### src/rtl/ssfd_pkg.sv
// Package for the seven-segment frame driver: codes, tables and font lookup.
`default_nettype none
package ssfd_pkg;

  localparam int NUM_DIGITS   = 12;
  localparam int FRAME_BYTES  = 16;
  localparam int MEM_DEPTH    = 16;
  localparam int TABLE_DIGITS = 12;
  localparam int SEGMENTS     = 7;

  localparam logic [7:0] CMD_DATA = 8'h40;
  localparam logic [7:0] CMD_ADDR = 8'hc0;
  localparam logic [7:0] CMD_OFF  = 8'h80;
  localparam logic [7:0] CMD_ON   = 8'h88;

  localparam logic [2:0] OP_SET_CHAR    = 3'd0;
  localparam logic [2:0] OP_SET_RAW     = 3'd1;
  localparam logic [2:0] OP_CLEAR       = 3'd2;
  localparam logic [2:0] OP_FLUSH       = 3'd3;
  localparam logic [2:0] OP_DISPLAY_CTL = 3'd4;

  localparam logic [1:0] REG_BRIGHTNESS = 2'd0;
  localparam logic [1:0] REG_ENABLE     = 2'd1;

  localparam logic [6:0] HEX_GLYPH [16] = '{
    7'h3f, 7'h06, 7'h5b, 7'h4f, 7'h66, 7'h6d, 7'h7d, 7'h07,
    7'h7f, 7'h6f, 7'h77, 7'h7c, 7'h39, 7'h5e, 7'h79, 7'h71
  };

  typedef enum logic [2:0] {
    ST_IDLE,
    ST_SEG,
    ST_DATA,
    ST_ADDR,
    ST_MEM,
    ST_DISP
  } state_t;

  typedef struct packed {
    logic       known;
    logic [6:0] pattern;
  } glyph_t;

  // Controller bit that a logical digit drives; digits past the table map to 0.
  function automatic logic [3:0] digit_bit(input logic [3:0] d);
    logic [3:0] b;
    case (d)
      4'd10:   b = 4'd12;
      4'd11:   b = 4'd13;
      default: b = (d < 4'd10) ? d : 4'd0;
    endcase
    return b;
  endfunction

  function automatic glyph_t hex_decode(input logic [7:0] c);
    glyph_t g;
    logic [7:0] k;
    g.known   = 1'b1;
    g.pattern = 7'h00;
    k         = 8'h00;
    case (c) inside
      [8'h30:8'h39]: begin
        k = c - 8'h30;
        g.pattern = HEX_GLYPH[k[3:0]];
      end
      [8'h41:8'h46]: begin
        k = c - 8'h37;
        g.pattern = HEX_GLYPH[k[3:0]];
      end
      [8'h61:8'h66]: begin
        k = c - 8'h57;
        g.pattern = HEX_GLYPH[k[3:0]];
      end
      8'h20: g.pattern = 7'h00;
      default: g.known = 1'b0;
    endcase
    return g;
  endfunction

endpackage
`default_nettype wire

### src/rtl/seven_segment_frame_driver.sv
// Top level of the seven-segment frame driver: display memory copy and byte sequencer.
`default_nettype none
// Command-style host side of a 16-byte LED controller. An item transfers at a
// rising edge with start high and busy low; each output byte is shown for one
// cycle with result_valid high and cannot be held off. set_char and set_raw
// keep busy high while the seven segment bytes are read and written back
// through the display memory, a read issued in one cycle and the modified
// byte written in the next, overlapped across segments. flush and clear
// keep busy high while they give 19 bytes, one per cycle, limited by the
// single read port of the memory; display_control gives one byte, registered
// out of the display state that follows its transfer. Unknown characters,
// out-of-range digits and unused operation codes are dropped with no busy
// time. The memory comes up cleared through per-entry valid bits, so there
// is no clearing pass, and clear wipes those bits in the cycle it transfers.
module seven_segment_frame_driver (
  input  wire logic       clk,
  input  wire logic       rst,
  input  wire logic       start,
  output logic            busy,
  input  wire logic [2:0] operation,
  input  wire logic [3:0] digit_index,
  input  wire logic [7:0] char_code,
  input  wire logic [7:0] segment_bits,
  input  wire logic       cfg_write,
  input  wire logic [1:0] cfg_index,
  input  wire logic [2:0] cfg_data,
  output logic            result_valid,
  output logic [7:0]      out_byte,
  output logic            strobe_begin,
  output logic            strobe_end,
  output logic            last
);
  import ssfd_pkg::*;

  // Configuration registers.
  logic [2:0] brightness_level;
  logic       display_enable;

  // Sequencer state.
  state_t     state, state_next;
  logic [3:0] step, step_next;

  // Latched segment update.
  logic [6:0] pattern;
  logic       offset;
  logic [7:0] mask;

  // Display memory with valid bits that stand for the cleared reset value.
  logic [7:0]            mem [MEM_DEPTH];
  logic [MEM_DEPTH-1:0]  valid;
  logic [7:0]            mem_q;
  logic                  mem_q_ok;
  logic [7:0]            rd_data;

  logic       rd_en, wr_en;
  logic [3:0] rd_addr, wr_addr;
  logic [7:0] wr_data;

  logic       res_valid_next, res_sb_next, res_se_next, res_last_next;
  logic [7:0] res_byte_next;

  logic       accept;
  glyph_t     glyph;
  logic       digit_ok;
  logic [3:0] dbit;
  logic [2:0] seg_prev;
  logic [7:0] disp_cmd;

  assign busy    = (state != ST_IDLE);
  assign accept  = start && !busy;
  assign glyph   = hex_decode(char_code);
  assign dbit    = digit_bit(digit_index);
  assign digit_ok = ({1'b0, digit_index} < 5'(NUM_DIGITS)) &&
                    ({1'b0, digit_index} < 5'(TABLE_DIGITS));
  assign rd_data  = mem_q_ok ? mem_q : 8'h00;
  assign seg_prev = step[2:0] - 3'd1;
  assign disp_cmd = display_enable ? (CMD_ON | {5'b0, brightness_level}) : CMD_OFF;

  // Next state.
  always_comb begin
    state_next = state;
    step_next  = step;
    case (state)
      ST_IDLE: begin
        step_next = 4'd0;
        if (accept) begin
          case (operation)
            OP_SET_CHAR:    if (glyph.known && digit_ok) state_next = ST_SEG;
            OP_SET_RAW:     if (digit_ok) state_next = ST_SEG;
            OP_CLEAR,
            OP_FLUSH:       state_next = ST_DATA;
            OP_DISPLAY_CTL: state_next = ST_DISP;
            default:        state_next = ST_IDLE;
          endcase
        end
      end
      ST_SEG: begin
        step_next = step + 4'd1;
        if (step[2:0] == 3'(SEGMENTS)) state_next = ST_IDLE;
      end
      ST_DATA: state_next = ST_ADDR;
      ST_ADDR: begin
        step_next  = 4'd0;
        state_next = ST_MEM;
      end
      ST_MEM: begin
        step_next = step + 4'd1;
        if (step == 4'(FRAME_BYTES - 1)) state_next = ST_DISP;
      end
      ST_DISP: state_next = ST_IDLE;
      default: state_next = ST_IDLE;
    endcase
  end

  // Outputs: memory port controls and next result byte.
  always_comb begin
    rd_en          = 1'b0;
    rd_addr        = 4'd0;
    wr_en          = 1'b0;
    wr_addr        = {seg_prev, offset};
    wr_data        = pattern[seg_prev] ? (rd_data | mask) : (rd_data & ~mask);
    res_valid_next = 1'b0;
    res_byte_next  = 8'h00;
    res_sb_next    = 1'b0;
    res_se_next    = 1'b0;
    res_last_next  = 1'b0;
    case (state)
      ST_SEG: begin
        // Read segment step while writing back segment step-1.
        rd_en   = (step[2:0] != 3'(SEGMENTS));
        rd_addr = {step[2:0], offset};
        wr_en   = (step[2:0] != 3'd0);
      end
      ST_DATA: begin
        res_valid_next = 1'b1;
        res_byte_next  = CMD_DATA;
        res_sb_next    = 1'b1;
        res_se_next    = 1'b1;
      end
      ST_ADDR: begin
        rd_en          = 1'b1;
        rd_addr        = 4'd0;
        res_valid_next = 1'b1;
        res_byte_next  = CMD_ADDR;
        res_sb_next    = 1'b1;
      end
      ST_MEM: begin
        rd_en          = 1'b1;
        rd_addr        = step + 4'd1;
        res_valid_next = 1'b1;
        res_byte_next  = rd_data;
        res_se_next    = (step == 4'(FRAME_BYTES - 1));
      end
      ST_DISP: begin
        res_valid_next = 1'b1;
        res_byte_next  = disp_cmd;
        res_sb_next    = 1'b1;
        res_se_next    = 1'b1;
        res_last_next  = 1'b1;
      end
      default: ;
    endcase
  end

  // Control registers.
  always_ff @(posedge clk) begin
    if (rst) begin
      state            <= ST_IDLE;
      step             <= 4'd0;
      result_valid     <= 1'b0;
      brightness_level <= 3'd7;
      display_enable   <= 1'b1;
      valid            <= '0;
    end else begin
      state        <= state_next;
      step         <= step_next;
      result_valid <= res_valid_next;
      if (cfg_write) begin
        case (cfg_index)
          REG_BRIGHTNESS: brightness_level <= cfg_data;
          REG_ENABLE:     display_enable   <= cfg_data[0];
          default: ;
        endcase
      end
      if (accept && operation == OP_CLEAR) begin
        valid <= '0;
      end else if (wr_en) begin
        valid[wr_addr] <= 1'b1;
      end
    end
  end

  // Payload registers.
  always_ff @(posedge clk) begin
    out_byte     <= res_byte_next;
    strobe_begin <= res_sb_next;
    strobe_end   <= res_se_next;
    last         <= res_last_next;
    if (accept) begin
      // Hold the decoded update for the read-modify-write pass.
      pattern <= (operation == OP_SET_CHAR) ? glyph.pattern : segment_bits[6:0];
      offset  <= dbit[3];
      mask    <= 8'h01 << dbit[2:0];
    end
  end

  // Display memory: one write and one registered read per cycle.
  always_ff @(posedge clk) begin
    if (wr_en) begin
      mem[wr_addr] <= wr_data;
    end
    if (rd_en) begin
      mem_q    <= mem[rd_addr];
      mem_q_ok <= valid[rd_addr];
    end
  end

`ifndef ASSERT_OFF
  a_no_same_entry: assert property (@(posedge clk) disable iff (rst)
    (rd_en && wr_en) |-> (rd_addr != wr_addr))
    else $error("read and write hit the same memory entry");

  a_last_frees: assert property (@(posedge clk) disable iff (rst)
    (result_valid && last) |-> !busy)
    else $error("busy still high after the final byte");

  a_flush_starts: assert property (@(posedge clk) disable iff (rst)
    (accept && (operation == OP_FLUSH || operation == OP_CLEAR)) |=> ##1
      (result_valid && out_byte == CMD_DATA && strobe_begin && strobe_end))
    else $error("flush did not open with the data command");

  a_seg_silent: assert property (@(posedge clk) disable iff (rst)
    (state == ST_SEG) |=> !result_valid)
    else $error("segment update produced an output byte");
`endif

endmodule
`default_nettype wire

### config.mk
export PLATFORM = sky130hd
export DESIGN_NAME = seven_segment_frame_driver
export DESIGN_NICKNAME = d
export VERILOG_FILES = /design/src/rtl/ssfd_pkg.sv /design/src/rtl/seven_segment_frame_driver.sv
export SDC_FILE = /design/constraint.sdc
export NUM_CORES = 1
export LEC_CHECK = 0
export BUFFER_PORTS_ARGS = -buffer_cell sky130_fd_sc_hd__buf_4
export CORE_ASPECT_RATIO = 1.25
export CORE_UTILIZATION = 25
export CTS_CLUSTER_DIAMETER = 40
export CTS_CLUSTER_SIZE = 12
export DETAILED_ROUTE_END_ITERATION = 12
export GPL_ROUTABILITY_DRIVEN = 0
export GPL_TIMING_DRIVEN = 0
export PLACE_DENSITY_LB_ADDON = 0.1
export SYNTH_ARGS = -nofsm -noshare
export SYNTH_HDL_FRONTEND = slang
export SYNTH_SLANG_ARGS = --single-unit
export TNS_END_PERCENT = 10
### constraint.sdc
create_clock -name clk -period 7.29 [get_ports clk]
set_input_delay 0.729 -clock clk [delete_from_list [all_inputs] [get_ports clk]]
set_output_delay 0.729 -clock clk [all_outputs]
set_load 0.005 [all_outputs]
==> results of run 1 <==
worst max path at each step:
stage / start / endpoint / slack [ns]
final: step[0] / mem_q[1] / 3.57
after floorplan: step[0] / mem[0][0] / 4.50
after CTS: step[0] / mem_q[1] / 3.43
after detailed placement: step[0] / mem_q[1] / 3.46
after global placement: step[0] / mem_q[1] / 3.49
after global routing: step[0] / mem_q[1] / 3.30
registers in the layout, summed over array words and instances, names as in the netlist:
name	cells
step	4
mem	128
result_valid	1
out_byte	8
mem_q	8
pattern	7
mem_q_ok	1
offset	1
display_enable	1
strobe_begin	1
state	3
strobe_end	1
last	1
valid	16
mask	8
brightness_level	3
through the flow:
step                       util  hold slack [ns]  instance area, µm²  power (mW)  cells
after CTS                 0.302            0.469               10100        2.52   1074
after global placement    0.278            0.441                9310        1.53   1025
after detailed placement  0.284            0.453                9510        1.54   1042
final                     0.303            0.468               10100        2.49   1074
after floorplan               -            0.435                8470        1.43    560
after global routing      0.303            0.483               10100        2.59   1074
synth_stat cells (3+ instances only):
cell	count
or3_1	3
a31oi_1	8
nor2_1	36
mux2_2	5
buf_2	6
buf_6	3
a21oi_1	16
nor3b_1	5
a211o_1	3
edfxtp_1	153
nand3_1	6
inv_1	14
ha_1	12
nor3_1	15
nand3b_1	6
a211oi_1	4
nand2b_1	5
nor2b_1	8
nand2_1	33
clkbuf_8	5
mux2i_1	33
o21a_1	20
mux4_2	37
xnor2_1	5
dfxtp_1	39
xor2_1	3
o21ai_0	21
clkbuf_1	12
per-layer routing:
metal	GRT usage	wire length, µm	vias to the layer above
met1	0.155	9300	2538
li1	-	-	2331
met5	0	0	-
met4	0.0405	289	0
met2	0.246	12000	89
met3	0.0231	515	12
worst max-delay path, delay by kind of cell, from the launching register on:
family | cells | cell delay, ns
fa+ha+maj | 1 | 0.30
compound gates | 1 | 0.64
buf+inv | 3 | 0.90
mux | 3 | 0.89
flops | 1 | 0.52
simple gates | 1 | 0.14
logic make-up (layout without fill, tap and decap cells):
| family | after synthesis | in the layout | share of synthesized area |
|---|---|---|---|
| compound gates | 95 | 95 | 0.0774 |
| xor+xnor | 8 | 8 | 0.00827 |
| fa+ha+maj | 12 | 12 | 0.0177 |
| buf+inv | 45 | 136 | 0.0325 |
| flops | 192 | 192 | 0.635 |
| mux | 77 | 77 | 0.150 |
| simple gates | 131 | 131 | 0.0792 |
report_power, final:
group | internal [mW] | switching, mW | total (mW)
registers | 1.23 | 0.0110 | 1.24
logic | 0.108 | 0.163 | 0.271
clock network | 0.574 | 0.406 | 0.980
total | 1.91 | 0.580 | 2.49
cell type report:
cell class	instances	area [µm²]
Buffer	30	219
Sequential cell	192	5380
Timing Repair Buffer	59	473
Inverter	15	56.3
Multi-Input combinational cell	323	2860
Clock buffer	18	429
Clock inverter	14	191
Fill cell	3304	23400
Tap cell	423	529
==> out/qor.yml, run 1 <==
cts-root-buf: "clkbuf_16"
cts_sinks: 192
leakage_nw: 3.54
power.density_nw_per_um2: 246
cts_tree: "yes"
yosysSeqAreaShare: 0.635
syn_nets: 604
syn_area_um2: 8470
routed_via_density: 4.63
fin_crit_ns: 3.72
min_from: "valid[7]"
io_pins: 45
clock_skew_ns: 0.0147
crit_path_cell_trace: "inv_2, ha_1, clkbuf_1, nand3b_1, a21oi_2, buf_2, mux4_2, mux2i_1, mux2i_1"
design.die.area_um2: 34600
slowest_delay_ns: 0.64
postCtsSetupBuffers: 0
timing.rr.start: "step[0]"
cts_buffer_depth: 2
fp.dieW_um: 167
crit_top_cell: "mux2i_1"
start_util: 0.253
antenna_found_initial: 0
dieHeight_um: 208
maxCapViolCount: 0
yosys_most_used_dff: "edfxtp_1"
crit_arrival_ns: 3.85
synthDistinctLibCells: 65
nNetsFinal: 682
hpwl_mm: 16.2
wl_per_cell_um: 20.5
areaGrowthSynthToFinish_pct: 19.7
synth-edff-count: 153
worstPathRequired_ns: 7.43
async_reset_ff_frac: 0
port_buffers: 42
drcViolationCount: 1
vias: 4970
final_cell_mix: "153 x edfxtp_1, 52 x buf_4, 39 x dfxtp_1"
ant_nets: 0
max-slew-margin-rel: 0.278
finalSetupViolCount: 0
core_um2: 33500
slew_violations: 0
period_share: 0.510
first_global_vias: 5286
reg2reg_depth: 9
synth_area_leaders: "edfxtp_1 54%, mux4_2 9.8%, dfxtp_1 9.2%"
ys_ff_latch: 192
drtIter0Drc: 322
avgSynthCellArea_um2: 15.1
diodes: 0
reg2reg_slack_ns: 3.57
synthCells: 560
grt_overflow: 0
drive_above_1_share: 0.257
holdBufCountCts: 0
numCtsBuffers: 17
path_class: "reg -> reg"
grt_use_total: 0.133
hold_class: "reg -> reg"
clk-insertion-delay-late_ns: 0.43
synth_top_area_cell: "edfxtp_1"
rows: 75
ir_drop_mv: 0.116
cp_max_fo: 10
status: "finished, violations left"
tightest_slew_ns: 1.08
setup_ws_ns: 3.57
r2r-end: "mem_q[1]"
rsz0062_at_grt: "no"
worst_path_max_delay_cell: "a21oi_2"
final_common_cell: "edfxtp_1"
clk_pin_slew_worst_paths_ns: 0.07
cts_resized: 0
grt_max_degree: 18
violations: "DRC"
holdPathEnd: "valid[7]"
setup-tns-final_ns: 0
startpoint_type: "register"
grt_pass1_wl_mm: 33.3
cts_max_level: 4
ys_warn_count: 0
detail_route.wirelength_mm: 22.1
firstDrtPassIters: 9
max_freq_mhz: 269
hold_viol: 0
yosysTopAreaCellShare: 0.542
min_path_cells: 1
preCtsSetupSlack_ns: 3.46
critPathCaptureType: "register"
Note: power is estimated with default switching activity, not from simulation.
==> run 2, diff against run 1 <==
==> constraint.sdc (replaced) <==
create_clock -name clk -period 3.79 [get_ports clk]
set_input_delay 0.379 -clock clk [delete_from_list [all_inputs] [get_ports clk]]
set_output_delay 0.379 -clock clk [all_outputs]
set_load 0.005 [all_outputs]
==> out/qor.yml, run 2 (synthesis results as in run 1) <==
rows: 75  # unchanged
max-slew-margin-rel: 0.278  # unchanged
hold_class: "in -> reg"  # was reg -> reg
numCtsBuffers: 17  # unchanged
design.die.area_um2: 34600  # unchanged
period_share: 0.935  # was 0.510
final_cell_area_um2: 10100  # about the same
hold_viol: 0  # unchanged
drive_above_1_share: 0.257  # unchanged
slowest_delay_ns: 0.52  # was 0.64 ns
rsz0062_at_grt: "no"  # unchanged
clk-insertion-delay-late_ns: 0.43  # about the same
clkPwrFrac: 0.393  # about the same
fin_crit_ns: 3.55  # was 3.72 ns
dieHeight_um: 208  # unchanged
grt_pass1_wl_mm: 33.3  # unchanged
path_class: "reg -> reg"  # unchanged
leakage_nw: 3.54  # about the same
final_common_cell: "edfxtp_1"  # unchanged
crit_family: "multiplexers"  # was buffers and inverters
antenna_found_initial: 0  # unchanged
timing.rr.start: "step[0]"  # unchanged
power.density_nw_per_um2: 473  # was 246 nW/µm²
first_global_vias: 5286  # unchanged
final_cell_mix: "153 x edfxtp_1, 52 x buf_4, 39 x dfxtp_1"  # unchanged
p_switching_mw: 1.12  # was 0.580 mW
clock_skew_ns: 0.0147  # unchanged
clk_pin_slew_worst_paths_ns: 0.07  # about the same
power.switching_fraction: 0.233  # about the same
reg2reg_depth: 9  # unchanged
hold_ws_ns: 0.153  # was 0.468 ns
placedCellCount: 1042  # unchanged
cp_max_fo: 10  # unchanged
largest_reg_flops: 128  # unchanged
tightest_slew_ns: 1.08  # unchanged
ant_nets: 0  # unchanged
ir_drop_mv: 0.223  # was 0.116 mV
worst_path_max_delay_cell: "dfxtp_1"  # was a21oi_2
maxCapViolCount: 0  # unchanged
grt_max_degree: 18  # unchanged
p_int_mw: 3.68  # was 1.91 mW
critPathCaptureType: "register"  # unchanged
critical_path_depth: 9  # unchanged
vias: 4974  # was 4970
nNetsFinal: 682  # unchanged
p_seq_frac: 0.498  # about the same
startpoint_type: "register"  # unchanged
grt_overflow: 0  # unchanged
areaGrowthSynthToFinish_pct: 19.8  # was 19.7%
holdBufCountCts: 0  # unchanged
r2r-end: "mem_q[1]"  # unchanged
fin_cells: 1074  # unchanged
io_pins: 45  # unchanged
crit_arrival_ns: 3.68  # was 3.85 ns
timing.critical_path.to: "mem_q[1]"  # unchanged
p_comb_frac: 0.109  # about the same
cts_tree: "yes"  # unchanged
firstDrtPassIters: 9  # unchanged
port_buffers: 42  # unchanged
reg_top3: "mem (128), valid (16)"  # unchanged
start_util: 0.253  # unchanged
drcViolationCount: 1  # unchanged
cts_max_level: 4  # unchanged
wl_per_cell_um: 20.5  # about the same
slew_violations: 0  # unchanged
p_total_mw: 4.80  # was 2.49 mW
startpoint: "step[0]"  # unchanged
routed_via_density: 4.63  # about the same
detail_route.wirelength_mm: 22.1  # about the same
crit_buf_inv: 3  # unchanged
place_area_um2: 9510  # unchanged
crit_top_cell: "mux2i_1"  # unchanged
cts-root-buf: "clkbuf_16"  # unchanged
worstPathRequired_ns: 3.93  # was 7.43 ns
core_um2: 33500  # unchanged
fp.dieW_um: 167  # unchanged
nFillCells: 3304  # unchanged
reg2reg_slack_ns: 0.24  # was 3.57 ns
cts_buffer_depth: 2  # unchanged
cts_sinks: 192  # unchanged
hpwl_mm: 16.2  # unchanged
grt_use_total: 0.133  # unchanged
largest_register: "mem"  # unchanged
status: "finished, violations left"  # unchanged
diodes: 0  # unchanged
finalSetupViolCount: 0  # unchanged
max_freq_mhz: 282  # was 269 MHz
crit_path_cell_trace: "inv_2, ha_1, clkbuf_1, nand3b_1, a21oi_4, buf_2, mux4_2, mux2i_1, mux2i_1"  # was inv_2, ha_1, clkbuf_1, nand3b_1, a21oi_2, buf_2, mux4_2, mux2i_1, mux2i_1
drtIter0Drc: 322  # unchanged
violations: "DRC"  # unchanged
final_util: 0.303  # about the same
run 2: power groups by stage:
stage	Sequential, mW	Clock (mW)	Combinational, mW
finish	2.39	1.88	0.522
global route	2.39	2.01	0.576
CTS	2.39	1.93	0.535
detailed placement	2.44	0	0.532
global placement	2.44	0	0.495
floorplan	2.43	0	0.322
run 2: repair_timing:
| action | CTS | global route |
|---|---|---|
| gates resized for setup | 1 | 0 |
| endpoints found under the setup margin | 4 | 0 |
| buffers inserted | 0 | 0 |
run 2: per-layer routing:
metal  global-route usage  share of wire  vias up
met3               0.0231          0.023       16
met4               0.0405          0.016        0
met1                0.155           0.42     2538
met2                0.246           0.54       89
met5                    0              0        -
li1                     -              -     2331
run 2: area by class of cell:
class | count | area, µm² | share of cell area
Timing Repair Buffer | 59 | 473 | 0.0466
Multi-Input combinational cell | 323 | 2870 | 0.283
Buffer | 30 | 219 | 0.0216
Inverter | 15 | 56.3 | 0.00555
Tap cell | 423 | 529 | 0.0522
Clock buffer | 18 | 429 | 0.0423
Clock inverter | 14 | 191 | 0.0189
Sequential cell | 192 | 5380 | 0.530
run 2: worst min-delay path by stage:
stage | startpoint | endpoint | slack (ns) | depth (start not counted)
global placement | valid[10] | valid[10] | 0.44 | 1
global route | cfg_data[1] | brightness_level[1] | 0.13 | 2
detailed placement | valid[0] | valid[0] | 0.45 | 1
floorplan | valid[0] | valid[0] | 0.44 | 1
finish | cfg_data[1] | brightness_level[1] | 0.15 | 2
CTS | cfg_data[1] | brightness_level[1] | 0.14 | 2
run 2: stage by stage:
stage                     setup TNS, ns  setup slack (ns)
after floorplan                       0             0.998
after CTS                             0             0.127
final                                 0             0.245
after detailed placement        -0.0424           -0.0396
after global placement         -0.00701          -0.00701
after global routing                  0           0.00612
